### src/rtl/mei_pkg.sv
// shared constants for the motor energy integrator
`default_nettype none

package mei_pkg;

    // default build parameters
    localparam int MOTOR_COUNT_DEF = 4;
    localparam int SPEED_BITS_DEF  = 16;

    // field widths
    localparam int TIME_W   = 32;
    localparam int PWR_W    = 40;
    localparam int ENERGY_W = 64;
    localparam int COEF_W   = 24;
    localparam int SHIFT_W  = 7;
    localparam int LIMB_W   = 32;
    localparam int POW_W    = 3;

    // configuration port
    localparam int CFG_DATA_W = 32;
    localparam int CFG_IDX_W  = 3;

    localparam logic [CFG_IDX_W-1:0] CFG_LIN_COEF  = 3'd0;
    localparam logic [CFG_IDX_W-1:0] CFG_LIN_SHIFT = 3'd1;
    localparam logic [CFG_IDX_W-1:0] CFG_CUB_COEF  = 3'd2;
    localparam logic [CFG_IDX_W-1:0] CFG_CUB_SHIFT = 3'd3;
    localparam logic [CFG_IDX_W-1:0] CFG_SIX_COEF  = 3'd4;
    localparam logic [CFG_IDX_W-1:0] CFG_SIX_SHIFT = 3'd5;
    localparam logic [CFG_IDX_W-1:0] CFG_MAX_DT    = 3'd6;

    // register reset values
    localparam logic [COEF_W-1:0]  LIN_COEF_RST  = 24'd6384;
    localparam logic [SHIFT_W-1:0] LIN_SHIFT_RST = 7'd8;
    localparam logic [COEF_W-1:0]  CUB_COEF_RST  = 24'd5277656;
    localparam logic [SHIFT_W-1:0] CUB_SHIFT_RST = 7'd44;
    localparam logic [COEF_W-1:0]  SIX_COEF_RST  = 24'd5957587;
    localparam logic [SHIFT_W-1:0] SIX_SHIFT_RST = 7'd94;
    localparam logic [TIME_W-1:0]  MAX_DT_RST    = 32'd1000000;

    // exponents of the three power terms
    localparam logic [POW_W-1:0] POW_LIN = 3'd1;
    localparam logic [POW_W-1:0] POW_CUB = 3'd3;
    localparam logic [POW_W-1:0] POW_SIX = 3'd6;
    localparam int               POW_MAX = 6;

    localparam logic [PWR_W-1:0]    PWR_MAX    = {PWR_W{1'b1}};
    localparam logic [ENERGY_W-1:0] ENERGY_MAX = {ENERGY_W{1'b1}};

endpackage : mei_pkg

`default_nettype wire

### src/rtl/mei_in_if.sv
// input channel: timestamp and motor speeds
`default_nettype none

interface mei_in_if #(
    parameter int MOTOR_COUNT = mei_pkg::MOTOR_COUNT_DEF,
    parameter int SPEED_BITS  = mei_pkg::SPEED_BITS_DEF
);
    logic                              valid;
    logic                              ready;
    logic [mei_pkg::TIME_W-1:0]        time_us;
    // motor k occupies bits [k*SPEED_BITS +: SPEED_BITS]
    logic [MOTOR_COUNT*SPEED_BITS-1:0] motor_speed;

    modport source (output valid, output time_us, output motor_speed, input ready);
    modport sink   (input valid, input time_us, input motor_speed, output ready);
endinterface : mei_in_if

`default_nettype wire

### src/rtl/mei_out_if.sv
// result channel: elapsed time, power and energy
`default_nettype none

interface mei_out_if;
    logic                         valid;
    logic                         ready;
    logic [mei_pkg::TIME_W-1:0]   elapsed_us;
    logic [mei_pkg::PWR_W-1:0]    power_sum;
    logic [mei_pkg::ENERGY_W-1:0] energy_total;

    modport source (output valid, output elapsed_us, output power_sum, output energy_total,
                    input ready);
    modport sink   (input valid, input elapsed_us, input power_sum, input energy_total,
                    output ready);
endinterface : mei_out_if

`default_nettype wire

### src/rtl/motor_energy_integrator.sv
// top level of the motor energy integrator
`default_nettype none

// Motor energy integrator. Each input transfer carries a wrapping microsecond
// timestamp and MOTOR_COUNT unsigned Q12.4 motor speeds. The first transfer
// after reset only sets the start and previous timestamps. Later transfers
// whose step dt (wrapping difference to the previous timestamp) is zero or
// larger than max_dt_us are dropped; the timestamp is stored either way.
// Otherwise each motor power (c1*w>>s1)+(c3*w^3>>s3)+(c6*w^6>>s6) is formed
// exactly, each term and the motor sum saturating at 2^40-1 (2^-16 W), and
// power*dt is added to a saturating 64-bit energy total (2^-16 uJ); one
// result transfer follows. All multiplication runs through one 32x32
// multiply-add unit: a product register of LIMBS 32-bit limbs, LIMBS =
// ceil((24 + 6*SPEED_BITS)/32), is multiplied by w one limb per cycle.
// The input is ready only while idle. A finished result sits in an output
// register, so the next item is taken while it waits; a second result
// waits for that register to drain. Configuration writes are taken at any
// time but must only be issued while the block is idle.

module motor_energy_integrator #(
    parameter int MOTOR_COUNT = mei_pkg::MOTOR_COUNT_DEF,
    parameter int SPEED_BITS  = mei_pkg::SPEED_BITS_DEF
) (
    input  wire logic                             i_clk,
    input  wire logic                             i_rst_n,
    // configuration write port
    input  wire logic                             i_cfg_we,
    input  wire logic [mei_pkg::CFG_IDX_W-1:0]    i_cfg_idx,
    input  wire logic [mei_pkg::CFG_DATA_W-1:0]   i_cfg_data,
    // channels
    mei_in_if.sink                                i_item,
    mei_out_if.source                             o_res
);
    localparam int LW      = mei_pkg::LIMB_W;
    localparam int PW      = mei_pkg::PWR_W;
    localparam int EW      = mei_pkg::ENERGY_W;
    localparam int TW      = mei_pkg::TIME_W;
    // product register sized for coef * w^6 with no loss
    localparam int LIMBS   = (mei_pkg::COEF_W + mei_pkg::POW_MAX * SPEED_BITS + LW - 1) / LW;
    localparam int PROD_W  = LIMBS * LW;
    localparam int LIMB_IW = $clog2(LIMBS);
    localparam int MOT_IW  = (MOTOR_COUNT > 1) ? $clog2(MOTOR_COUNT) : 1;

    typedef enum logic [3:0] {
        ST_IDLE,
        ST_LOAD,    // load coefficient of current term
        ST_MUL,     // limb-serial multiply by w
        ST_SHIFT,   // shift down and clamp the term
        ST_ADDT,    // add term into motor power
        ST_MSUM,    // add motor power into power sum
        ST_E_LO,    // low half of power * dt
        ST_E_HI,    // high byte of power * dt
        ST_E_SAT,   // combine halves, clamp step energy
        ST_ACC,     // accumulate energy
        ST_DONE     // hand result to output register
    } t_state;

    typedef enum logic [1:0] {
        TERM_LIN,
        TERM_CUB,
        TERM_SIX
    } t_term;

    // configuration registers
    logic [mei_pkg::COEF_W-1:0]  r_lin_coef, r_cub_coef, r_six_coef;
    logic [mei_pkg::SHIFT_W-1:0] r_lin_shift, r_cub_shift, r_six_shift;
    logic [TW-1:0]               r_max_dt;

    // persistent state
    logic          r_have_last;
    logic [TW-1:0] r_last_time;
    logic [TW-1:0] r_start_time;
    logic [EW-1:0] r_energy;

    // sequencer and datapath
    t_state                                  r_state;
    t_term                                   r_term_sel;
    logic [MOT_IW-1:0]                       r_motor;
    logic [LIMB_IW-1:0]                      r_limb;
    logic [mei_pkg::POW_W-1:0]               r_pow;
    logic [PROD_W-1:0]                       r_prod;
    logic [LW-1:0]                           r_carry;
    logic [MOTOR_COUNT-1:0][SPEED_BITS-1:0]  r_speed;
    logic [TW-1:0]                           r_dt;
    logic [TW-1:0]                           r_elapsed;
    logic [PW-1:0]                           r_term;
    logic [PW-1:0]                           r_mpow;
    logic [PW-1:0]                           r_psum;
    logic [2*LW-1:0]                         r_lo;
    logic [2*LW-1:0]                         r_hi;
    logic [EW-1:0]                           r_step;

    // output register
    logic          r_out_valid;
    logic [TW-1:0] r_out_elapsed;
    logic [PW-1:0] r_out_power;
    logic [EW-1:0] r_out_energy;

    // combinational helpers
    logic                        in_xfer;
    logic [TW-1:0]               in_dt;
    logic                        in_drop;
    logic [SPEED_BITS-1:0]       cur_w;
    logic [mei_pkg::COEF_W-1:0]  term_coef;
    logic [mei_pkg::SHIFT_W-1:0] term_shift;
    logic [mei_pkg::POW_W-1:0]   term_pow;
    logic [LW-1:0]               mac_a, mac_b, mac_c;
    logic [2*LW-1:0]             mac_p;
    logic [PROD_W-1:0]           shifted;
    logic [PW:0]                 term_sum;
    logic [PW:0]                 motor_sum;
    logic [EW:0]                 step_sum;
    logic [EW:0]                 acc_sum;
    logic                        out_free;
    logic                        out_load;

    assign in_xfer  = i_item.valid && i_item.ready;
    assign in_dt    = i_item.time_us - r_last_time;
    assign in_drop  = (in_dt == '0) || (in_dt > r_max_dt);
    assign cur_w    = r_speed[r_motor];
    assign out_free = !r_out_valid || o_res.ready;
    // a finished result moves into the output register this cycle
    assign out_load = (r_state == ST_DONE) && out_free;

    // per-term coefficient, shift and exponent
    always_comb begin
        case (r_term_sel)
            TERM_LIN: begin
                term_coef  = r_lin_coef;
                term_shift = r_lin_shift;
                term_pow   = mei_pkg::POW_LIN;
            end
            TERM_CUB: begin
                term_coef  = r_cub_coef;
                term_shift = r_cub_shift;
                term_pow   = mei_pkg::POW_CUB;
            end
            TERM_SIX: begin
                term_coef  = r_six_coef;
                term_shift = r_six_shift;
                term_pow   = mei_pkg::POW_SIX;
            end
            default: begin
                term_coef  = '0;
                term_shift = '0;
                term_pow   = mei_pkg::POW_LIN;
            end
        endcase
    end

    // operand select for the shared multiply-add unit
    always_comb begin
        case (r_state)
            ST_E_LO: begin
                mac_a = r_psum[LW-1:0];
                mac_b = r_dt;
                mac_c = '0;
            end
            ST_E_HI: begin
                mac_a = LW'(r_psum[PW-1:LW]);
                mac_b = r_dt;
                mac_c = '0;
            end
            default: begin
                // low limb of the product times speed, plus running carry
                mac_a = r_prod[LW-1:0];
                mac_b = LW'(cur_w);
                mac_c = r_carry;
            end
        endcase
    end

    mei_mac u_mac (
        .i_a (mac_a),
        .i_b (mac_b),
        .i_c (mac_c),
        .o_p (mac_p)
    );

    // truncating shift of the exact product, then saturating sums
    assign shifted   = r_prod >> term_shift;
    assign term_sum  = {1'b0, r_mpow} + {1'b0, r_term};
    assign motor_sum = {1'b0, r_psum} + {1'b0, r_mpow};
    assign step_sum  = {1'b0, r_hi[LW-1:0], {LW{1'b0}}} + {1'b0, r_lo};
    assign acc_sum   = {1'b0, r_energy} + {1'b0, r_step};

    assign i_item.ready     = (r_state == ST_IDLE);
    assign o_res.valid      = r_out_valid;
    assign o_res.elapsed_us = r_out_elapsed;
    assign o_res.power_sum  = r_out_power;
    assign o_res.energy_total = r_out_energy;

    always_ff @(posedge i_clk) begin
        if (!i_rst_n) begin
            r_lin_coef  <= mei_pkg::LIN_COEF_RST;
            r_lin_shift <= mei_pkg::LIN_SHIFT_RST;
            r_cub_coef  <= mei_pkg::CUB_COEF_RST;
            r_cub_shift <= mei_pkg::CUB_SHIFT_RST;
            r_six_coef  <= mei_pkg::SIX_COEF_RST;
            r_six_shift <= mei_pkg::SIX_SHIFT_RST;
            r_max_dt    <= mei_pkg::MAX_DT_RST;
            r_have_last <= 1'b0;
            r_last_time <= '0;
            r_start_time <= '0;
            r_energy    <= '0;
            r_state     <= ST_IDLE;
            r_term_sel  <= TERM_LIN;
            r_motor     <= '0;
            r_limb      <= '0;
            r_pow       <= '0;
            r_out_valid <= 1'b0;
        end else begin
            // configuration writes, unknown index ignored
            if (i_cfg_we) begin
                case (i_cfg_idx)
                    mei_pkg::CFG_LIN_COEF:  r_lin_coef  <= i_cfg_data[mei_pkg::COEF_W-1:0];
                    mei_pkg::CFG_LIN_SHIFT: r_lin_shift <= i_cfg_data[mei_pkg::SHIFT_W-1:0];
                    mei_pkg::CFG_CUB_COEF:  r_cub_coef  <= i_cfg_data[mei_pkg::COEF_W-1:0];
                    mei_pkg::CFG_CUB_SHIFT: r_cub_shift <= i_cfg_data[mei_pkg::SHIFT_W-1:0];
                    mei_pkg::CFG_SIX_COEF:  r_six_coef  <= i_cfg_data[mei_pkg::COEF_W-1:0];
                    mei_pkg::CFG_SIX_SHIFT: r_six_shift <= i_cfg_data[mei_pkg::SHIFT_W-1:0];
                    mei_pkg::CFG_MAX_DT:    r_max_dt    <= i_cfg_data[TW-1:0];
                    default: ;
                endcase
            end

            // output register drains unless a new result replaces it
            if (r_out_valid && o_res.ready && !out_load) begin
                r_out_valid <= 1'b0;
            end

            case (r_state)
                ST_IDLE: begin
                    if (in_xfer) begin
                        r_last_time <= i_item.time_us;
                        r_speed     <= i_item.motor_speed;
                        r_dt        <= in_dt;
                        r_elapsed   <= i_item.time_us - r_start_time;
                        r_term_sel  <= TERM_LIN;
                        r_motor     <= '0;
                        r_mpow      <= '0;
                        r_psum      <= '0;
                        if (!r_have_last) begin
                            // first item only anchors the time base
                            r_have_last  <= 1'b1;
                            r_start_time <= i_item.time_us;
                        end else if (!in_drop) begin
                            r_state <= ST_LOAD;
                        end
                    end
                end
                ST_LOAD: begin
                    r_prod  <= PROD_W'(term_coef);
                    r_carry <= '0;
                    r_limb  <= '0;
                    r_pow   <= term_pow;
                    r_state <= ST_MUL;
                end
                ST_MUL: begin
                    // rotate: new low limb lands on top
                    r_prod <= {mac_p[LW-1:0], r_prod[PROD_W-1:LW]};
                    if (r_limb == LIMB_IW'(LIMBS - 1)) begin
                        r_limb  <= '0;
                        r_carry <= '0;
                        r_pow   <= r_pow - 1'b1;
                        if (r_pow == mei_pkg::POW_W'(1)) begin
                            r_state <= ST_SHIFT;
                        end
                    end else begin
                        r_limb  <= r_limb + 1'b1;
                        r_carry <= mac_p[2*LW-1:LW];
                    end
                end
                ST_SHIFT: begin
                    r_term  <= (|shifted[PROD_W-1:PW]) ? mei_pkg::PWR_MAX : shifted[PW-1:0];
                    r_state <= ST_ADDT;
                end
                ST_ADDT: begin
                    r_mpow <= term_sum[PW] ? mei_pkg::PWR_MAX : term_sum[PW-1:0];
                    case (r_term_sel)
                        TERM_LIN: begin
                            r_term_sel <= TERM_CUB;
                            r_state    <= ST_LOAD;
                        end
                        TERM_CUB: begin
                            r_term_sel <= TERM_SIX;
                            r_state    <= ST_LOAD;
                        end
                        default: begin
                            r_state <= ST_MSUM;
                        end
                    endcase
                end
                ST_MSUM: begin
                    r_psum     <= motor_sum[PW] ? mei_pkg::PWR_MAX : motor_sum[PW-1:0];
                    r_mpow     <= '0;
                    r_term_sel <= TERM_LIN;
                    if (r_motor == MOT_IW'(MOTOR_COUNT - 1)) begin
                        r_state <= ST_E_LO;
                    end else begin
                        r_motor <= r_motor + 1'b1;
                        r_state <= ST_LOAD;
                    end
                end
                ST_E_LO: begin
                    r_lo    <= mac_p;
                    r_state <= ST_E_HI;
                end
                ST_E_HI: begin
                    r_hi    <= mac_p;
                    r_state <= ST_E_SAT;
                end
                ST_E_SAT: begin
                    // high part must fit 32 bits before the shift by 32
                    if ((|r_hi[2*LW-1:LW]) || step_sum[EW]) begin
                        r_step <= mei_pkg::ENERGY_MAX;
                    end else begin
                        r_step <= step_sum[EW-1:0];
                    end
                    r_state <= ST_ACC;
                end
                ST_ACC: begin
                    r_energy <= acc_sum[EW] ? mei_pkg::ENERGY_MAX : acc_sum[EW-1:0];
                    r_state  <= ST_DONE;
                end
                ST_DONE: begin
                    if (out_load) begin
                        r_out_valid   <= 1'b1;
                        r_out_elapsed <= r_elapsed;
                        r_out_power   <= r_psum;
                        r_out_energy  <= r_energy;
                        r_state       <= ST_IDLE;
                    end
                end
                default: begin
                    r_state <= ST_IDLE;
                end
            endcase
        end
    end

`ifndef SYNTHESIS
    // energy total never falls except through reset
    a_energy_monotonic: assert property (@(posedge i_clk) disable iff (!i_rst_n)
        $past(i_rst_n) |-> (r_energy >= $past(r_energy)))
        else $error("energy total decreased");

    // a multiply pass always has an exponent left to apply
    a_pow_nonzero: assert property (@(posedge i_clk) disable iff (!i_rst_n)
        (r_state == ST_MUL) |-> (r_pow != '0))
        else $error("multiply pass with zero exponent");

    // energy phase only after the last motor is summed
    a_all_motors: assert property (@(posedge i_clk) disable iff (!i_rst_n)
        (r_state == ST_E_LO) |-> (r_motor == MOT_IW'(MOTOR_COUNT - 1)))
        else $error("energy phase before all motors summed");

    // a finished result waits while the output register is still full
    a_done_holds: assert property (@(posedge i_clk) disable iff (!i_rst_n)
        (r_state == ST_DONE && r_out_valid && !o_res.ready) |=> (r_state == ST_DONE))
        else $error("result overwrote a pending output");
`endif

endmodule : motor_energy_integrator

`default_nettype wire

### src/rtl/mei_mac.sv
// shared limb multiply-accumulate unit: a * b + c
`default_nettype none

module mei_mac (
    input  wire logic [mei_pkg::LIMB_W-1:0]   i_a,
    input  wire logic [mei_pkg::LIMB_W-1:0]   i_b,
    input  wire logic [mei_pkg::LIMB_W-1:0]   i_c,
    output logic      [2*mei_pkg::LIMB_W-1:0] o_p
);
    // max result (2^32-1)^2 + 2^32-1 still fits in 64 bits
    assign o_p = ({{mei_pkg::LIMB_W{1'b0}}, i_a} * {{mei_pkg::LIMB_W{1'b0}}, i_b})
               + {{mei_pkg::LIMB_W{1'b0}}, i_c};
endmodule : mei_mac

`default_nettype wire
### src/flat_wrapper.sv
// flat-port wrapper written by rule: the top's interface ports become plain ports
module motor_energy_integrator_flat 
#(
    parameter int MOTOR_COUNT = mei_pkg::MOTOR_COUNT_DEF,
    parameter int SPEED_BITS  = mei_pkg::SPEED_BITS_DEF
)
  (i_clk, i_rst_n, i_cfg_we, i_cfg_idx, i_cfg_data, i_item_valid, i_item_time_us, i_item_motor_speed, i_item_ready, o_res_valid, o_res_elapsed_us, o_res_power_sum, o_res_energy_total, o_res_ready);
  mei_in_if #(.MOTOR_COUNT(MOTOR_COUNT), .SPEED_BITS(SPEED_BITS)) i_item_i ();
  mei_out_if o_res_i ();
  input  wire logic i_clk;
  input  wire logic i_rst_n;
  input  wire logic i_cfg_we;
  input  wire logic [mei_pkg::CFG_IDX_W-1:0] i_cfg_idx;
  input  wire logic [mei_pkg::CFG_DATA_W-1:0] i_cfg_data;
  input wire logic [$bits(i_item_i.valid)-1:0] i_item_valid;
  input wire logic [$bits(i_item_i.time_us)-1:0] i_item_time_us;
  input wire logic [$bits(i_item_i.motor_speed)-1:0] i_item_motor_speed;
  output wire logic [$bits(i_item_i.ready)-1:0] i_item_ready;
  output wire logic [$bits(o_res_i.valid)-1:0] o_res_valid;
  output wire logic [$bits(o_res_i.elapsed_us)-1:0] o_res_elapsed_us;
  output wire logic [$bits(o_res_i.power_sum)-1:0] o_res_power_sum;
  output wire logic [$bits(o_res_i.energy_total)-1:0] o_res_energy_total;
  input wire logic [$bits(o_res_i.ready)-1:0] o_res_ready;
  assign i_item_i.valid = i_item_valid;
  assign i_item_i.time_us = i_item_time_us;
  assign i_item_i.motor_speed = i_item_motor_speed;
  assign i_item_ready = i_item_i.ready;
  assign o_res_valid = o_res_i.valid;
  assign o_res_elapsed_us = o_res_i.elapsed_us;
  assign o_res_power_sum = o_res_i.power_sum;
  assign o_res_energy_total = o_res_i.energy_total;
  assign o_res_i.ready = o_res_ready;
  motor_energy_integrator #(.MOTOR_COUNT(MOTOR_COUNT), .SPEED_BITS(SPEED_BITS)) u_core (.i_clk(i_clk), .i_rst_n(i_rst_n), .i_cfg_we(i_cfg_we), .i_cfg_idx(i_cfg_idx), .i_cfg_data(i_cfg_data), .i_item(i_item_i), .o_res(o_res_i));
endmodule
### config.mk
export PLATFORM = sky130hd
export DESIGN_NAME = motor_energy_integrator_flat
export DESIGN_NICKNAME = d
export VERILOG_FILES = /design/src/rtl/mei_pkg.sv /design/src/rtl/mei_in_if.sv /design/src/rtl/mei_out_if.sv /design/src/rtl/motor_energy_integrator.sv /design/src/rtl/mei_mac.sv /design/src/flat_wrapper.sv
export SDC_FILE = /design/constraint.sdc
export NUM_CORES = 2
export LEC_CHECK = 0
export CAP_MARGIN = 0
export CORE_UTILIZATION = 65
export DETAILED_ROUTE_END_ITERATION = 7
export DONT_BUFFER_PORTS = 1
export PLACE_DENSITY_LB_ADDON = 0.25
export RECOVER_POWER = 50
export SKIP_LAST_GASP = 1
export SLEW_MARGIN = 25
export SYNTH_ARGS = -nofsm -noshare
export SYNTH_HDL_FRONTEND = slang
export SYNTH_HIERARCHICAL = 1
export SYNTH_SLANG_ARGS = --single-unit
### constraint.sdc
create_clock -name i_clk -period 17.8 [get_ports i_clk]
set_input_delay 1.78 -clock i_clk [delete_from_list [all_inputs] [get_ports i_clk]]
set_output_delay 1.78 -clock i_clk [all_outputs]
set_load 0.01 [all_outputs]
---- Yosys cells after proc, flatten, opt, wreduce, memory -nomap -nowiden ----
Cells that the tools add are included.
storage, ports and cells
  flip-flop bits (word level) ............. 1004
  word-level logic and storage cells ...... 158
cells by class
  $add $sub $neg .......................... 10
  multipliers ............................. 1
  magnitude comparators ................... 2
  eq/ne operators ......................... 29
  shift-type cells ........................ 1
  multiplexer cells ....................... 38
  bitwise operators ....................... 1
  reductions and logical operators ........ 42
operator list
  operator                                          number
  128-bit case mux with 2 select lines              1
  64-bit by 64-bit adder with 65-bit output         2
  32-bit case mux with 2 select lines               2
  128-bit by 7-bit right shift with 128-bit output  1
  40-bit two-way mux                                3
  40-bit case mux with 3 select lines               1
  32-bit two-way mux                                3
  88-bit OR reduction                               1
  40-bit by 40-bit adder with 41-bit output         2
  40-bit case mux with 2 select lines               1
  24-bit case mux with 3 select lines               1
  64-bit by 32-bit adder with 64-bit output         1
  32-bit by 32-bit multiplier with 64-bit output    1
  64-bit two-way mux                                1
  32-bit subtractor                                 2
  4-bit case mux with 11 select lines               1
  16-bit binary-select mux with 2-bit select        1
  32-bit > comparator                               1
  32-bit zero test                                  1
  32-bit OR reduction                               1
  2-bit AND reduction                               14
  4-bit two-way mux                                 6
  7-bit case mux with 3 select lines                1
  3-bit AND reduction                               7
  other kinds (33)                                  68

---- Depth between registers and ports, before layout ----
  depth after elaboration ................. 8
  depth in mapped cells ................... 37

---- Cells and area by module ----
The synthesis kept the hierarchy.
modules (own cells, without submodules)
  module                   instances  cells each  area each (um^2)
  motor_energy_integrator  1          5808        57421.3
  mei_mac                  1          3874        34687.0

---- Worst setup path before layout ----
No wires, ideal clock.
  path kind ............................... input -> register
  from .................................... in i_rst_n
  to ...................................... reg u_core.r_out_elapsed[0], in the netlist u_core/o_res.elapsed_us[0], enable pin
  library setup time ...................... 826 ps
  arrival ................................. 12329 ps
  required time ........................... 16974 ps
  setup slack ............................. 4645 ps
  stages on the path ...................... 4
  cell sequence ........................... clkbuf_1 -> clkinv_1 -> clkbuf_1 -> nor3b_1
between the ends
  cells in the longest elaborated chain, start to end .. 1
RTL lines
  item                           line                            RTL
  from (decl)                    flat_wrapper.sv:11              input wire logic i_rst_n;
  3-bit AND reduction (no line)  --
  to (signal assigned)           motor_energy_integrator.sv:329  r_out_elapsed <= r_elapsed;
  to (decl)                      motor_energy_integrator.sv:95   logic [TW-1:0] r_out_elapsed;
Every way passes these cells.
A chain may end at the register's enable or synchronous reset.

---- Worst setup path in the final report ----
  from .................................... reg u_core.r_state[0]
  to ...................................... reg u_core.r_carry[30] (data pin)
RTL lines
  item                                                line                            RTL
  from (decl)                                         motor_energy_integrator.sv:76   t_state r_state;
  from (signal assigned)                              motor_energy_integrator.sv:206  r_state <= ST_IDLE;
  from (signal assigned)                              motor_energy_integrator.sv:248  r_state <= ST_LOAD;
  from (signal assigned)                              motor_energy_integrator.sv:257  r_state <= ST_MUL;
  4-bit by 3-bit == test with 1-bit output            motor_energy_integrator.sv:153  case (r_state)
  32-bit case mux with 2 select lines (*)             motor_energy_integrator.sv:153
  via u_core.mac_a[7]                                 motor_energy_integrator.sv:107  logic [LW-1:0] mac_a, mac_b, mac_c;
  32-bit by 32-bit multiplier with 64-bit output (*)  mei_mac.sv:11                   assign o_p = ({{mei_pkg::LIMB_W{1'b0}}, i_a} * {{mei_pkg::LIMB_W{1'b0}}, i_b})
  64-bit by 32-bit adder with 64-bit output (*)       mei_mac.sv:12                   + {{mei_pkg::LIMB_W{1'b0}}, i_c};
  via u_core.mac_p[62]                                motor_energy_integrator.sv:108  logic [2*LW-1:0] mac_p;
  32-bit two-way mux (*)                              motor_energy_integrator.sv:262  if (r_limb == LIMB_IW'(LIMBS - 1)) begin
  32-bit case mux with 2 select lines (*)             motor_energy_integrator.sv:232  case (r_state)
  to (signal assigned)                                motor_energy_integrator.sv:271  r_carry <= mac_p[2*LW-1:LW];
  to (decl)                                           motor_energy_integrator.sv:82   logic [LW-1:0] r_carry;
Mark *: on every way through the listed nets, which the timed path passes. The rest lies on a longest branch.

==> qor.yml <==
min_from: "u_core/r_elapsed[16]$_DFFE_PP_"
syn-num-nets: 11300
synth_top_family_by_area: "adder cells"
post_dp_cell_area_um2: 93500
run_status: "complete, but fails checks"
synth.most_common_cell: "nand2_1"
ios: 274
drcViolationCount: 21
grtUsageTotal: 0.402
grt_pass1_vias: 71600
ys_ff_latch: 1004
async_reset_ff_frac: 0
power_frac_clock: 0.150
drt-pass1-iter-count: 8
p_switching_mw: 7.85
synthAdderAreaFrac: 0.277
syn2layout_area_growth_pct: 5.35
p_seq_frac: 0.214
cts_tree: "yes"
cts_hold_buffers: 0
crit_top_cell: "fa_1"
crit_type: "reg -> reg"
routed_wl_mm: 288
coreArea_um2: 140000
slew_viol_final: 900
yosys_warnings: 6
grt_overflow: 0
hold_depth: 0
ir_drop_mv: 0.707
ff_latch_area_um2: 27500
clockBufferDepth: 3
postCtsSetupBuffers: 0
hold_class: "reg -> reg"
timing.final.crit_share: 0.599
rsz0062_at_grt: "no"
grt_max_degree: 119
synth_simple_gate_area_frac: 0.161
drive_above_1_share: 0.0489
synth_top_area_share: 0.240
cell_internal_pwr_mw: 7.07
crit_path_max_fanout: 32
synth_edf_count: 736
crit_required_ns: 18.32
yosys-mux-area-fraction: 0.0405
rrSetupSlack_ns: 7.14
combPwrFrac: 0.636
yosys-top-cells-area: "edfxtp_1, fa_1, ha_1, dfxtp_1, and2_1"
rows: 137
synth_area_um2: 92100
synth.distinct_cells: 110
gp_congestion: 1.03
port_buffers: 0
synth_area_leader_cell: "edfxtp_1"
critPathBufInv: 9
fin_skew_ns: 0.0922
final_nets: 11000
cts_buffers: 104
setup_viol: 0
min_to: "u_core/o_res.elapsed_us[16]$_DFFE_PP_"
fin_setup_tns_ns: 0
fillers: 10800
ys_seq_area_frac: 0.298
finalInstanceArea_um2: 97000
fmax_ghz: 0.0938
synth_xor_area_frac: 0.0256
avgViaCountPerCell: 6.39
fin_crit_ns: 10.66
startpoint_type: "flip-flop"
tightest_slew_ns: 4.69
cts_max_level: 3
clock_sinks: 1004
cpPeakStageDelay_ns: 1.33
cp_data_arrival_time_ns: 11.18
antenna_found_initial: 16
cap_violations: 19
drt_iter0_drc: 7857
postSynthCellCount: 9682
hpwl_mm: 216
initial_utilization: 0.658
yosys-top-cells-count: "nand2_1, inv_1, fa_1"
synth-compound-area-share: 0.124
clk_latency_ns: 0.77
critPathLaunch: "u_core/r_state[0]$_SDFFE_PN0P_"
power_mw: 14.9
synth_flop_cell: "edfxtp_1"
holdWs_ns: 0.403
cts.clk_slew.worst_paths_ns: 0.06
cts-root-buf: "clkbuf_16"
swShare: 0.526
power.density_nw_per_um2: 154
grt_pass1_wl_mm: 432
reg2reg_from: "u_core/r_state[0]$_SDFFE_PN0P_"
post_cts_resized: 0
avgSynthCellArea_um2: 9.51
r2r_end: "u_core/r_carry[30]$_SDFFCE_PP0P_"
cp_top_family: "adder cells"
multiInputGateArea_um2: 58200
violations: "DRC, capacitance limit, slew limit"
cp.depth: 31
ff2ff_path_depth: 31
die_y_um: 378
wl_per_cell_um: 25.4
vias: 72400
critPathCaptureType: "flip-flop"
max_slew_margin: -2.13
p_leak_nw: 42.8
ant_nets: 0
die_width_um: 378
die_area_um2: 143000
crit_slowest_cell: "clkbuf_1"
hold_viol: 0
==> cell families after synthesis <==
group / Yosys count
simple gates: 3039
flops: 1004
buf+inv: 1763
compound gates: 1792
fa+ha+maj: 1476
xor+xnor: 269
mux: 339
==> flip-flops by register name, summed over array words and instances, names as in the netlist, 64 cells and up <==
name	flops
u_core/o_res.energy_total	64
u_core/r_energy	64
u_core/r_hi	64
u_core/r_lo	64
u_core/r_prod	128
u_core/r_speed	64
u_core/r_step	64
==> how the worst max path moves through the flow <==
stage | to | slack, ns
3_3_place_gp | u_core/r_carry[30]$_SDFFCE_PP0P_ | 7.47
2_1_floorplan | u_core/o_res.elapsed_us[0]$_DFFE_PP_ | 4.65
3_5_place_dp | u_core/r_carry[30]$_SDFFCE_PP0P_ | 7.24
4_1_cts | u_core/r_carry[30]$_SDFFCE_PP0P_ | 7.25
6_report | u_core/r_carry[30]$_SDFFCE_PP0P_ | 7.14
5_1_grt | u_core/r_carry[30]$_SDFFCE_PP0P_ | 6.72
==> worst register-to-register path: cells and delay by family, from the launching register on <==
family | cells | cell delay (ns)
AO/OA/AOI/OAI | 5 | 1.61
XOR/XNOR | 1 | 0.18
adder cells (fa/ha/maj) | 9 | 4.29
buffers and inverters | 9 | 2.25
flip-flops | 1 | 0.35
multiplexers | 1 | 0.64
AND/OR/NAND/NOR | 6 | 1.16
==> cells in the final DEF (no fill, tap or decap), types with 30 or more instances in the layout <==
cell       netlist  routed
nand2_1       1215    1214
inv_1         1209    1209
fa_1           934     934
and2_1         799     775
edfxtp_1       736     736
a21oi_1        634     632
ha_1           542     541
nor2_1         350     339
o21ai_0        332     324
dfxtp_1        268     267
mux2i_1        255     255
nand3_1        176     174
a21o_1         169     169
xnor2_1        147     143
nor3_1         132     129
xor2_1         122     122
buf_4           16     111
clkbuf_16        0     109
a211oi_1        81      80
o211ai_1        77      77
nand2b_1        74      74
mux2_2          62      62
o21a_1          52      51
nand4_1         51      51
and3_1          52      51
a31oi_1         49      45
a22oi_1         45      45
nor2b_1         43      43
or3_1           43      43
o21bai_1        40      40
clkbuf_1       437      38
a22o_1          32      30
nor4_1          30      30
==> area by class of cell <==
cell class | count | share of cell area
inverter | 1210 | 0.0468
clock buffer | 139 | 0.0304
clock inverter | 59 | 0.00619
timing repair buffer | 133 | 0.00988
multi-input combinational | 6915 | 0.599
tap | 1876 | 0.0242
sequential | 1004 | 0.283
antenna | 5 | 0.000129
==> per-stage QoR <==
| step | worst slack [ns] | util | cells |
|---|---|---|---|
| 2_1_floorplan | 4.65 | - | 9682 |
| 3_3_place_gp | 7.47 | 0.668 | 11100 |
| 3_5_place_dp | 7.24 | 0.668 | 11100 |
| 4_1_cts | 7.25 | 0.693 | 11300 |
| 5_1_grt | 6.72 | 0.693 | 11300 |
| 6_report | 7.14 | 0.693 | 11300 |
==> metal layers <==
layer  part of all wire  GRT usage
met1               0.38      0.532
met2               0.44      0.608
met3               0.12      0.111
met4              0.056      0.200
met5            0.00021          0
==> power groups by stage <==
stage          clock network (mW)  logic, mW  registers, mW
2_1_floorplan                   0       5.42           3.20
3_3_place_gp                    0       9.08           3.24
3_5_place_dp                    0       9.25           3.24
4_1_cts                      2.26       9.34           3.19
5_1_grt                      2.34       10.0           3.19
6_report                     2.24       9.50           3.19
(Power assumes the default switching activity.)
